--- src/pngu_queue.sv ---
// small fifo between front and back end
`default_nettype none

module pngu_queue #(
	parameter int WIDTH = 8,
	parameter int DEPTH = 2
) (
	input  wire logic             clk,
	input  wire logic             arst_n,
	input  wire logic             push,
	input  wire logic [WIDTH-1:0] wdata,
	input  wire logic             pop,
	output logic [WIDTH-1:0]      rdata,
	output logic                  not_empty,
	output logic                  full
);

	localparam int PW = (DEPTH > 1) ? $clog2(DEPTH) : 1;

	logic [WIDTH-1:0] slot_q [DEPTH];
	logic [PW-1:0]    wr_q;
	logic [PW-1:0]    rd_q;
	logic [PW:0]      count_q;

	assign rdata     = slot_q[rd_q];
	assign not_empty = (count_q != '0);
	assign full      = (count_q == (PW+1)'(DEPTH));

	always_ff @(posedge clk) begin
		if (push) begin
			slot_q[wr_q] <= wdata;
		end
	end

	always_ff @(posedge clk or negedge arst_n) begin
		if (!arst_n) begin
			wr_q    <= '0;
			rd_q    <= '0;
			count_q <= '0;
		end else begin
			if (push) begin
				wr_q <= (wr_q == PW'(DEPTH - 1)) ? '0 : wr_q + PW'(1);
			end
			if (pop) begin
				rd_q <= (rd_q == PW'(DEPTH - 1)) ? '0 : rd_q + PW'(1);
			end
			unique case ({push, pop})
				2'b10:   count_q <= count_q + (PW+1)'(1);
				2'b01:   count_q <= count_q - (PW+1)'(1);
				default: count_q <= count_q;
			endcase
		end
	end

endmodule

`default_nettype wire

--- config.mk ---
export PLATFORM = sky130hd
export DESIGN_NAME = pngu_queue
export DESIGN_NICKNAME = d
export VERILOG_FILES = /design/src/pngu_queue.sv
export SDC_FILE = /design/constraint.sdc
export NUM_CORES = 1
export LEC_CHECK = 0
export ABC_AREA = 1
export CAP_MARGIN = 0
export CORE_UTILIZATION = 35
export DETAILED_ROUTE_END_ITERATION = 8
export DONT_BUFFER_PORTS = 1
export SYNTH_ARGS = -nofsm -noshare
export SYNTH_HDL_FRONTEND = slang
export SYNTH_SLANG_ARGS = --single-unit
--- constraint.sdc ---
create_clock -name clk -period 1.7 [get_ports clk]
set_clock_uncertainty 0.2 [all_clocks]
set_input_delay 0.34 -clock clk [delete_from_list [all_inputs] [get_ports clk]]
set_output_delay 0.34 -clock clk [all_outputs]
set_load 0.01 [all_outputs]
Word level (Yosys, flattened, before mapping). Memories as Yosys holds them, arrays and structs flattened. Index checks and enable logic that the tools add are counted. Widths: inputs -> output; s select.

Register bits: 4. Memory bits (read-only): 0. Bits of input ports: 12. Bits in latches: 0. Memories: 1. RAM bits: 16. Logic and storage cells: 18.

Memories: slot_q (depth 2, bits a word 8, read ports 1, clocked after memory_dff 0, wr ports 1, line 20) `logic [WIDTH-1:0] slot_q [DEPTH];`.

Mux-type cells: 5. Bitwise operators: 0. Divide/modulo/power cells: 0. Reductions and logical operators: 2. $lt $le $gt $ge: 0. Shift operators: 0. Eq/ne operators: 3. Add/subtract/negate cells: 4. Multiply operators: 0.

Operator list (number): $eq 2x2->1 const B (2); $mux 1 (4); $pmux 2 s2 (1); $reduce_bool 2->1 (2); $add 1x1->1 const B (2); $add 2x1->2 const B (1); $eq 2x1->1 const B (1); $sub 2x1->2 const B (1).

Depth between registers and ports, before layout.
Depth after elaboration: 2. Mapped depth: 7. Gate-level depth less buffers: 7.

Least setup slack after synthesis. Ideal clock, no wire load.

Kind: reg2reg. Start: reg wr_q. End: mem slot_q[0][0], enable pin. Required time: 1130 ps. Arrival time: 773 ps. Path buffers: 0. Stages on the path, launching flop included: 2. Setup time: 370 ps. Path slack: 357 ps. Cell sequence: dfrtp_1 > nor2_1.

RTL lines: start, declared (line 21) `logic [PW-1:0] wr_q;`; start signal, assigned (line 42) `wr_q <= (wr_q == PW'(DEPTH - 1)) ? '0 : wr_q + PW'(1);`; end, declared (line 20).

Straight into the memory's write port.

Worst setup path in the final report.
Start: reg rd_q. End: out rdata[3].

Longest elaborated chain between the ends: 1.

Ends and longest elaborated chain: start, declared (line 22) `logic [PW-1:0] rd_q;`; start signal, assigned (line 45) `rd_q <= (rd_q == PW'(DEPTH - 1)) ? '0 : rd_q + PW'(1);`; $mem_v2 2x8; end, declared (line 13) `output logic [WIDTH-1:0] rdata,`.

No other way between the ends.

==> reports/results.tsv <==
stage	metric	value	unit
status	outcome	completed	
grt	grt_max_degree	15	
clocking	worstSkewPairLatency	280	ps
placement	globalplace.congestion	0.588	
worst_setup_path	end_kind	output pin	
logic_synthesis	yosys-top-cells-count	16 x edfxtp_1, 14 x inv_1, 14 x nand2_1	
worst_setup_path	crit_path_end	rdata[3]	
worst_setup_path	crit_path_start_kind	flip-flop	
layout	nFillCells	204	
sta	fin_ws	44.6	ps
pwr	power_density	1460	nW/um^2
worst_setup_path	reg2reg_to	rd_q$_DFFE_PN0P_	
drt	drt_wl_total	1230	um
logic_synthesis	synth_top_area_cell	edfxtp_1	
grt	antenna_found_initial	0	
sta	finalCritPeriodShare	0.974	
logic_synthesis	synth.most_common_cell	edfxtp_1	
hold_path	min_path_type	input port to flip-flop	
logic_synthesis	ys_ff_latch	20	
clocking	clock_path_buffers	2	
logic_synthesis	seq_area_frac_synth	0.703	
drt	num_vias	488	
worst_setup_path	cp_max_fo	8	
placement	dpl.cell_count	95	
clocking	cts_sinks	20	
layout	multi_input_area	200	um^2
clocking	htree_levels	1	
pwr	peakVddDrop	0.000642	V
drt	wl_per_cell	10.8	um
sta	finalSetupViolCount	0	
grt	grtUsageTotal	0.107	
clocking	root_buffer	clkbuf_4	
sta	fin_setup_tns	0	ps
logic_synthesis	synth_cells	66	
worst_setup_path	cp.arrival	1120	ps
drt	drt_iter0_markers	2	
worst_setup_path	reg2regPathDepth	3	
sta	fmax	0.604	GHz
logic_synthesis	synth_top_area_frac	0.582	
sta	fin_crit	1660	ps
hold_path	worstHoldStart	pop	
grt	grt_pass1_wl	1900	um
layout	syn2layout_area_growth	30.2	%
logic_synthesis	netlist_top_cells_area	edfxtp_1 58%, dfrtp_1 12%, inv_1 6.4%	
floorplanning	start_util	0.373	
logic_synthesis	syn_area	826	um^2
drt	drc_errors	0	
layout	nets	100	
clocking	cts_tree	built	
flow_run	cap_violations	0	
grt	met2_usage	0.178	
logic_synthesis	ys_types	14	
logic_synthesis	ys_async_sr_fraction	0.200	
drt	drtPass1Iterations	3	
clocking	clk_pin_slew	90	ps
worst_setup_path	worstPathRequired	1160	ps
grt	grt_busiest_layer	met2	
placement	port_buffers	0	
worst_setup_path	rr_startpoint	rd_q$_DFFE_PN0P_	
layout	final_area	1070	um^2
layout	register_area	582	um^2
floorplanning	die_h	50.6	um
layout	final_layout_size_suffix_gt1_frac	0.221	
floorplanning	die_w	50.6	um
logic_synthesis	syn_nets	79	
placement	dp_hpwl	867	um
placement	dpl_worst_slack	111	ps
grt	first_global_vias	445	
grt	gr-total-overflow	0	
grt	met1_usage	0.114	
logic_synthesis	synth_edf_count	16	
sta	rsz0062_at_grt	yes	
floorplanning	ios	22	
floorplanning	coreArea	2210	um^2
logic_synthesis	synth_ff_type	edfxtp_1	
sta	worst_pin_slew	321	ps
sta	hold_viol	0	
worst_setup_path	critical_path_class	flip-flop to output pin	
sta	report.final.slew_viol_count	0	
clocking	numCtsBuffers	3	
placement	placed_cell_area	852	um^2
pwr	p_leak	0.453	nW
drt	ant_nets	0	
logic_synthesis	syn-mean-instance-area	12.5	um^2
grt	use_met3	0.0364	
logic_synthesis	yosysWarningCount	0	
hold_path	whs_path_depth	2	
layout	stdcell_count	114	
floorplanning	rows	17	
drt	via_per_inst	4.28	
floorplanning	die-area	2560	um^2
worst_setup_path	startpoint	rd_q$_DFFE_PN0P_	
sta	relSlewSlack	0.786	
worst_setup_path	rrSetupSlack	460	ps
layout	diodes	0	
[state kept, by name (all words and copies together) (netlist names)]
| signal | flops |
|---|---|
| wr_q | 1 |
| rd_q | 1 |
| slot_q | 16 |
| count_q | 2 |
[where the power goes]
| part | switching [mW] | total, mW | internal [mW] |
|---|---|---|---|
| clock | 0.127 | 0.218 | 0.0911 |
| combinational | 0.327 | 0.603 | 0.277 |
| sequential | 0.0839 | 0.751 | 0.667 |
| total | 0.537 | 1.57 | 1.04 |
[critical path: stages, from the launching register on]
cell and delay, ps:
dfrtp_2 490, o21ai_0 190, buf_4 150
[logic make-up (layout without fill, tap and decap cells)]
kind of cell,count (synthesis),in the layout,share of synthesized area
simple gates,18,18,0.0864
xor+xnor,3,3,0.0318
fa+ha+maj,1,1,0.0151
compound gates,8,8,0.0621
buf+inv,16,36,0.102
flops,20,20,0.703
[repair_timing]
item | CTS | global route
cloned | 0 | 0
setup buffers | 2 | 2
endpoints found under the setup margin | 8 | 6
pin swaps | 0 | 2
gates resized for setup | 3 | 13
hold endpoints to repair | 22 | 0
hold buffers | 11 | 0
[worst min-delay path by stage]
stage	endpoint
2_1_floorplan	count_q[0]$_DFFE_PN0P_
3_3_place_gp	count_q[0]$_DFFE_PN0P_
3_5_place_dp	count_q[1]$_DFFE_PN0P_
4_1_cts	count_q[0]$_DFFE_PN0P_
5_1_grt	count_q[0]$_DFFE_PN0P_
6_report	count_q[0]$_DFFE_PN0P_
[metrics by stage]
| step | total power, mW | util | hold slack, ps |
|---|---|---|---|
| 6_report | 1.57 | 0.486 | 83.8 |
| 5_1_grt | 1.68 | 0.486 | 81.0 |
| 4_1_cts | 1.48 | 0.463 | 75.8 |
| 3_5_place_dp | 1.14 | 0.385 | -155 |
| 3_3_place_gp | 1.13 | 0.385 | -155 |
| 2_1_floorplan | 1.11 | - | -156 |
[final cells by class]
class	count	area share
Multi-Input combinational cell	30	0.186
Clock buffer	4	0.0244
Sequential cell	20	0.541
Tap cell	28	0.0326
Inverter	14	0.0489
Timing Repair Buffer	18	0.166
[metal layers]
layer	vias to the layer above	share of wire	routed length [um]
li1	252	-	-
met1	221	0.42	512
met4	0	0	0
met2	15	0.52	639
met5	-	0	0
met3	0	0.066	81
[cell usage in the layout (no fill, tap or decap)]
cell type / instances
clkbuf_1: 1
buf_6: 1
inv_1: 14
xnor2_1: 1
dlygate4sd3_1: 11
nand4_1: 1
ha_1: 1
buf_4: 5
nand3_1: 1
clkbuf_4: 3
edfxtp_1: 16
o21ai_1: 1
o21ai_4: 3
nand2_1: 12
xor2_1: 2
dfrtp_2: 1
buf_12: 1
o21ai_0: 1
nor2_1: 2
nand2_2: 2
dfrtp_1: 3
o21ai_2: 3
No activity file was read; power rests on OpenSTA's default activity.
