[config.mk]
export PLATFORM = sky130hd
export DESIGN_NAME = pngu_front_flat
export DESIGN_NICKNAME = d
export VERILOG_FILES = /design/src/pngu_pkg.sv /design/src/pngu_in_if.sv /design/src/pngu_front.sv /design/src/flat_wrapper.sv
export SDC_FILE = /design/constraint.sdc
export NUM_CORES = 1
export LEC_CHECK = 0
export BUFFER_PORTS_ARGS = -buffer_cell sky130_fd_sc_hd__clkbuf_2
export CAP_MARGIN = 20
export CORE_UTILIZATION = 55
export CTS_BUF_LIST = sky130_fd_sc_hd__clkbuf_16
export CTS_CLUSTER_SIZE = 30
export DETAILED_ROUTE_END_ITERATION = 7
export GPL_ROUTABILITY_DRIVEN = 0
export PLACE_DENSITY = 0.87
export SYNTH_ARGS = -nofsm -noshare
export SYNTH_HDL_FRONTEND = slang
export SYNTH_SLANG_ARGS = --single-unit
[constraint.sdc]
create_clock -name clk -period 5.35 [get_ports clk]
set_clock_uncertainty 0.1 [all_clocks]
set_input_delay 0.2675 -clock clk [delete_from_list [all_inputs] [get_ports clk]]
set_output_delay 0.2675 -clock clk [all_outputs]
set_load 0.02 [all_outputs]
[src/pngu_pkg.sv]
// shared types and constants for the png scanline unfilter block
`default_nettype none

package pngu_pkg;

	localparam int BYTES_PER_PIXEL = 3;

	localparam logic [2:0] FILT_NONE  = 3'd0;
	localparam logic [2:0] FILT_SUB   = 3'd1;
	localparam logic [2:0] FILT_UP    = 3'd2;
	localparam logic [2:0] FILT_AVG   = 3'd3;
	localparam logic [2:0] FILT_PAETH = 3'd4;

	localparam logic [7:0] BYTE_MASK = 8'hff;

	localparam logic CFG_IMAGE_WIDTH  = 1'b0;
	localparam logic CFG_IMAGE_HEIGHT = 1'b1;

	typedef struct packed {
		logic [7:0]  data;
		logic [1:0]  channel;
		logic [9:0]  column;
		logic [15:0] row;
		logic [2:0]  filter;
		logic        bad;
		logic        first_col;
		logic        last_of_row;
		logic        last_of_image;
	} pngu_task_t;

endpackage

`default_nettype wire

[src/pngu_in_if.sv]
// input channel: one filtered stream byte per item
`default_nettype none

interface pngu_in_if;
	logic       valid;
	logic       ready;
	logic [7:0] stream_byte;

	modport source (output valid, output stream_byte, input ready);
	modport sink (input valid, input stream_byte, output ready);
endinterface

`default_nettype wire

[src/pngu_front.sv]
// front end: takes stream bytes, decodes row filters, tracks position and row
`default_nettype none

module pngu_front import pngu_pkg::*; #(
	parameter int MAX_WIDTH = 1024
) (
	input  wire logic                                     clk,
	input  wire logic                                     arst_n,
	input  wire logic [10:0]                              image_width,
	input  wire logic [15:0]                              image_height,
	pngu_in_if.sink                                       in_ch,
	input  wire logic                                     queue_full,
	output logic                                          push,
	output pngu_task_t                                    task_d,
	output logic [$clog2(MAX_WIDTH*BYTES_PER_PIXEL)-1:0]  pos_d
);

	localparam int LINE_DEPTH = MAX_WIDTH * BYTES_PER_PIXEL;
	localparam int AW = $clog2(LINE_DEPTH);
	localparam int RBW = $clog2(LINE_DEPTH + 1);

	logic          awaiting_q;
	logic [AW-1:0] pos_q;
	logic [1:0]    ch_q;
	logic [9:0]    col_q;
	logic [15:0]   row_q;
	logic [2:0]    filter_q;
	logic          bad_q;

	logic [10:0]    w0;
	logic [15:0]    h0;
	logic [RBW-1:0] row_bytes;
	logic           end_row;
	logic           end_image;
	logic           accept;

	always_comb begin
		w0 = (image_width == '0) ? 11'd1 : image_width;
		h0 = (image_height == '0) ? 16'd1 : image_height;
		if (32'(w0) > 32'(MAX_WIDTH)) begin
			row_bytes = RBW'(LINE_DEPTH);
		end else begin
			row_bytes = RBW'(32'(w0) * 32'(BYTES_PER_PIXEL));
		end
		end_row   = ((RBW+1)'(pos_q) + (RBW+1)'(1)) >= (RBW+1)'(row_bytes);
		end_image = end_row && ((17'(row_q) + 17'd1) >= 17'(h0));
	end

	assign in_ch.ready = awaiting_q | ~queue_full;
	assign accept      = in_ch.valid & in_ch.ready;
	assign push        = accept & ~awaiting_q;

	always_comb begin
		task_d.data          = in_ch.stream_byte;
		task_d.channel       = ch_q;
		task_d.column        = col_q;
		task_d.row           = row_q;
		task_d.filter        = filter_q;
		task_d.bad           = bad_q;
		task_d.first_col     = (pos_q < AW'(BYTES_PER_PIXEL));
		task_d.last_of_row   = end_row;
		task_d.last_of_image = end_image;
		pos_d                = pos_q;
	end

	always_ff @(posedge clk or negedge arst_n) begin
		if (!arst_n) begin
			awaiting_q <= 1'b1;
			pos_q      <= '0;
			ch_q       <= '0;
			col_q      <= '0;
			row_q      <= '0;
			filter_q   <= FILT_NONE;
			bad_q      <= 1'b0;
		end else if (accept) begin
			if (awaiting_q) begin
				if (in_ch.stream_byte > 8'(FILT_PAETH)) begin
					filter_q <= FILT_NONE;
					bad_q    <= 1'b1;
				end else begin
					filter_q <= in_ch.stream_byte[2:0];
					bad_q    <= 1'b0;
				end
				pos_q      <= '0;
				ch_q       <= '0;
				col_q      <= '0;
				awaiting_q <= 1'b0;
			end else if (end_row) begin
				awaiting_q <= 1'b1;
				pos_q      <= '0;
				ch_q       <= '0;
				col_q      <= '0;
				row_q      <= end_image ? 16'd0 : row_q + 16'd1;
			end else begin
				pos_q <= pos_q + AW'(1);
				if (ch_q == 2'(BYTES_PER_PIXEL - 1)) begin
					ch_q  <= '0;
					col_q <= col_q + 10'd1;
				end else begin
					ch_q <= ch_q + 2'd1;
				end
			end
		end
	end

endmodule

`default_nettype wire

[src/flat_wrapper.sv]
// flat-port wrapper written by rule: the top's interface ports become plain ports
module pngu_front_flat import pngu_pkg::*;
#(
	parameter int MAX_WIDTH = 1024
)
  (clk, arst_n, image_width, image_height, queue_full, push, task_d, pos_d, in_ch_valid, in_ch_stream_byte, in_ch_ready);
  pngu_in_if in_ch_i ();
  input  wire logic clk;
  input  wire logic arst_n;
  input  wire logic [10:0] image_width;
  input  wire logic [15:0] image_height;
  input  wire logic queue_full;
  output logic push;
  output pngu_task_t task_d;
  output logic [$clog2(MAX_WIDTH*BYTES_PER_PIXEL)-1:0] pos_d;
  input wire logic [$bits(in_ch_i.valid)-1:0] in_ch_valid;
  input wire logic [$bits(in_ch_i.stream_byte)-1:0] in_ch_stream_byte;
  output wire logic [$bits(in_ch_i.ready)-1:0] in_ch_ready;
  assign in_ch_i.valid = in_ch_valid;
  assign in_ch_i.stream_byte = in_ch_stream_byte;
  assign in_ch_ready = in_ch_i.ready;
  pngu_front #(.MAX_WIDTH(MAX_WIDTH)) u_core (.clk(clk), .arst_n(arst_n), .image_width(image_width), .image_height(image_height), .in_ch(in_ch_i), .queue_full(queue_full), .push(push), .task_d(task_d), .pos_d(pos_d));
endmodule
* After elaboration in Yosys (flattened, before gate mapping)
Cells that the tools add are included.
Storage, ports and cells: bits in registers 45, bits in latches 0, memory bits (writable) 0, ROM bits 0, bits of input ports 39, memories 0
Cells by class: add/sub/neg operators 6, multiply operators 1, div/mod/pow operators 0, order comparisons 5, equal/unequal tests 1, shifts and indexed selects 0, muxes and demuxes 16, bitwise logic cells 5, reductions and logical operators 7
Operators with widths (number):
- 12-bit two-way mux | 3
- 16-bit two-way mux | 2
- 10-bit two-way mux | 3
- 16-bit by 1-bit adder with 17-bit output (second input constant) | 1
- 17-bit by 16-bit greater-or-equal comparator with 1-bit output | 1
- 16-bit by 1-bit adder with 16-bit output (second input constant) | 1
- 16-bit logical NOT | 1
- 12-bit by 1-bit adder with 13-bit output (second input constant) | 1
- 13-bit by 12-bit greater-or-equal comparator with 1-bit output | 1
- 12-bit by 1-bit adder with 12-bit output (second input constant) | 1
- 12-bit by 2-bit less-than comparator with 1-bit output (second input constant) | 1
- 11-bit by 2-bit multiplier with 12-bit output (second input constant) | 1
- 11-bit > comparator (second input constant) | 1
- 11-bit logical NOT | 1
- 11-bit two-way mux | 1
- 10-bit by 1-bit adder with 10-bit output (second input constant) | 1
- 8-bit by 3-bit > comparator with 1-bit output (second input constant) | 1
- 2-bit two-way mux | 3
- 2-bit AND reduction | 2
- 1-bit two-way mux | 3
- 3-bit two-way mux | 1
- 3-bit AND reduction | 1
- 3-bit nonzero test | 1
- 2-bit by 1-bit adder with 2-bit output (second input constant) | 1
- other kinds (5) | 7

* Longest topological paths before layout
depth after elaboration 7, mapped depth 21, depth with buffers taken out 19

* Worst setup path before layout
OpenSTA, ideal clock, no wires.
kind input to register, start point in image_width[2], end point reg u_core.col_q[6], arrival 4.385 ns, required time 5.129 ns, setup slack 0.744 ns, cell stages on the path 20, buffers on the path 2, path through inv_1 -> ha_1 -> nor4b_1 -> nand4_1 -> and2_1 -> ha_1 -> a31o_2 -> a21oi_1 -> nor2b_1 -> o31ai_1 -> nor2_1 -> a311o_1 -> ha_1 -> nand3_1 -> o41ai_1 -> or4_1 -> buf_2 -> buf_2 -> o21ai_0 -> a22o_1
On the way: longest elaborated chain between the ends 7, elaborated cells on any way between the ends 10, classes of those cells mul: 1; order compare: 2; mux: 4; reduce/logical: 3
Ends and longest elaborated chain:
- start, declared | line flat_wrapper.sv:10 | input wire logic [10:0] image_width;
- 11-bit logical NOT | line pngu_front.sv:38 | w0 = (image_width == '0) ? 11'd1 : image_width;
- 11-bit two-way mux * | line pngu_front.sv:38
- 11-bit by 2-bit multiplier with 12-bit output or 11-bit > comparator (tied branches) | line pngu_front.sv:43, pngu_front.sv:40
- 12-bit two-way mux * | line pngu_front.sv:40 | if (32'(w0) > 32'(MAX_WIDTH)) begin
- 13-bit by 12-bit greater-or-equal comparator with 1-bit output * | line pngu_front.sv:45 | end_row = ((RBW+1)'(pos_q) + (RBW+1)'(1)) >= (RBW+1)'(row_bytes);
- 3-bit nonzero test (no line) or 10-bit two-way mux (tied branches)
- 2-bit AND reduction (no line) or 10-bit two-way mux (tied branches)
- end signal, assigned | line pngu_front.sv:98 | col_q <= col_q + 10'd1;
- end, declared | line pngu_front.sv:25 | logic [9:0] col_q;
Every way passes the cells marked *; elsewhere a longest branch is shown, timed or not. A chain may end at the register's enable or synchronous reset.

==> run_results.csv <==
group,metric,value,unit
timing,worst_slew_pin_slew,846.1,ps
timing,slew_violations,0,
global_routing,grt_pass1_vias,3591,
finish,antennaDiodeCount,0,
power_and_ir_drop,powerDensity,258.3,nW/um^2
clock_network,clkTransAtPathRegs,60,ps
power_and_ir_drop,ir_drop,0.1994,mV
place,placed_cell_area,4547,um^2
finish,area_growth_syn_to_layout,16.69,%
routing,dr.first_iter.drc_count,216,
synth,ys_types,58,
power_and_ir_drop,p_leak,2.451,nW
routing,drt.antenna.violating_nets,0,
clock_network,h-tree-depth,2,
power_and_ir_drop,p_total,1.220,mW
die,fp-row-count,30,
global_routing,overflow,0,
finish,stdcell_area,4723,um^2
routing,post_drt_wl_per_cell,14.69,um
place,place.detailed.hpwl,7.765,mm
die,initial_core_util,58.29,%
clock_network,cts_sinks,45,
flow_run,max-cap-violations,0,
synth,seq_area_frac_synth,27.85,%
timing,hold_viol_final,0,
die,core_area,6944,um^2
routing,drc_errors,0,
die,die_x,87.79,um
clock_network,clockRootBuffer,"clkbuf_16",
finish,drive_above_1_share,21.72,%
global_routing,grtUsageMet2,47.57,%
setup_path,start_kind,"input pin",
synth,synth_top_area_share,27.20,%
synth,synthFlopType,"dfrtp_1",
global_routing,antenna_found_initial,0,
die,die_h,87.79,um
synth,yosysWarnings,0,
routing,wl,9.798,mm
global_routing,grt_max_degree,27,
run_status,outcome,"completed",
worst_hold_path,hp-class,"in2reg",
synth,synth-seq-cells,45,
routing,vias_per_cell,5.789,
clock_network,clockBufferDepth,2,
setup_path,cp-end-kind,"output pin",
timing,fmaxAchievable,197.8,MHz
clock_network,tritoncts,"built",
setup_path,cp.arrival,4690,ps
clock_network,clk_latency,280,ps
synth,syn_area,4048,um^2
synth,synth_area_leaders,"dfrtp_1, ha_1, nand2_1",
timing,slew_headroom,43.46,%
clock_network,cts_buffers,5,
setup_path,path_class,"in2out",
setup_path,crit_fanout,5,
global_routing,track_usage,26.05,%
timing,setup_viol,0,
finish,instances_no_fill,667,
die,io_pins,96,
global_routing,grt_pass1_wl,16.04,mm
timing,min_period,5055,ps
finish,final_cell_mix,"clkbuf_2, nand2_1, ha_1",
synth,async_flop_share,100.0,%
place,port_buffers,95,
place,dp.cells,656,
timing,hold_slack,121.2,ps
synth,synth_edf_count,0,
die,die_area,7706,um^2
timing,period_share,94.48,%
setup_path,crit_required,4980,ps
synth,synth_nets,576,
synth,yosysTopAreaCell,"dfrtp_1",
synth,avgSynthCellArea,8.294,um^2
synth,syn_inst,488,
global_routing,met1_usage,32.64,%
finish,final_nets,658,
finish,final_common_cell,"clkbuf_2",
global_routing,use_met3,2.168,%
routing,via_count,3861,
routing,first_pass_iters,4,
global_routing,grt-busiest-layer,"met2",
[Yosys cell counts (all sizes together) (4+ instances only)]
library cell / n
mux2i: 4
clkbuf: 15
ha: 48
o21ai: 34
nand2b: 4
o31ai: 7
dfrtp: 44
a21o: 9
and3: 6
nand4: 12
a21oi: 15
buf: 14
a22o: 10
nor4: 8
nor3: 7
xor2: 8
nor2b: 7
nor2: 30
o21a: 5
nand3: 29
xnor2: 19
nand2: 52
or4: 6
and2: 15
a32oi: 4
inv: 42
[sequential cells by signal, summed over array words and instances (netlist names)]
register / flops
u_core.row_q: 16
u_core.filter_q: 3
u_core.awaiting_q: 1
u_core.ch_q: 2
u_core.pos_d: 12
u_core.col_q: 10
u_core.bad_q: 1
[power by group]
group,total (mW),internal [mW],switching [mW]
clock,0.300,0.173,0.127
combinational,0.468,0.188,0.280
sequential,0.452,0.387,0.0654
total,1.22,0.748,0.473
[logic make-up (layout without fill, tap and decap cells)]
kind of cell	after synthesis	after routing	share of synthesized area (%)
mux	5	5	1.267
flops	45	45	27.85
fa+ha+maj	49	49	15.33
xor+xnor	27	27	5.842
buf+inv	71	154	7.697
compound gates	106	106	18.55
simple gates	185	185	23.46
[what timing repair did]
action / in CTS / in global routing
endpoints found under the hold margin: 19 / 0
hold buffers: 1 / 0
setup endpoints to repair: 0 / 28
resized for setup: 0 / 1
setup buffers: 0 / 2
[per-layer routing]
layer	vias up	wire length, um
met5	-	0
met4	0	129
met3	12	343
met2	112	5130
met1	1834	4193
li1	1903	-
[area by class of cell]
cell class	count	area, um^2
multi-input combinational	372	2615
inverter	42	157.7
clock buffer	5	125.1
timing repair buffer	104	558.0
tap	96	120.1
fill	539	2221
sequential	45	1127
clock inverter	3	20.02
[critical path, cell delays in order]
cell and delay, ps:
clkbuf_2 100, inv_1 80, ha_1 140, nor4b_1 270, nand4_1 230, and2_1 260, fa_1 430, a21o_1 200
a21oi_1 210, o21bai_1 110, a311o_1 410, a21oi_1 210, mux2i_1 110, ha_1 280, nand3_1 100, o41ai_1 470
buf_4 210, or3_1 180, a21boi_0 230, clkbuf_2 200
[final timing paths]
check / cells past startpoint / start / to / slack, ps
min: 2 / in_ch_valid / u_core.awaiting_q$_DFFE_PN1P_ / 120
max in group asynchronous: 3 / arst_n / u_core.awaiting_q$_DFFE_PN1P_ / 4150
min reg2reg: 1 / u_core.filter_q[0]$_DFFE_PN0P_ / u_core.filter_q[0]$_DFFE_PN0P_ / 420
min in group asynchronous: 2 / arst_n / u_core.pos_d[0]$_DFFE_PN0P_ / 390
max: 20 / image_width[2] / task_d[0] / 300
max reg2reg: 13 / u_core.pos_d[0]$_DFFE_PN0P_ / u_core.pos_d[0]$_DFFE_PN0P_ / 1340
[metrics by stage]
step                      TNS (ps)  setup WS (ps)  util [%]
after global placement           0          314.3     65.19
after CTS                        0          246.0     67.71
after detailed placement         0          18.59     65.48
after floorplan                  0          743.9         -
after global routing        -39.71         -28.53     68.02
final                            0          295.1     68.02
Power figures use the tool's default switching activity.
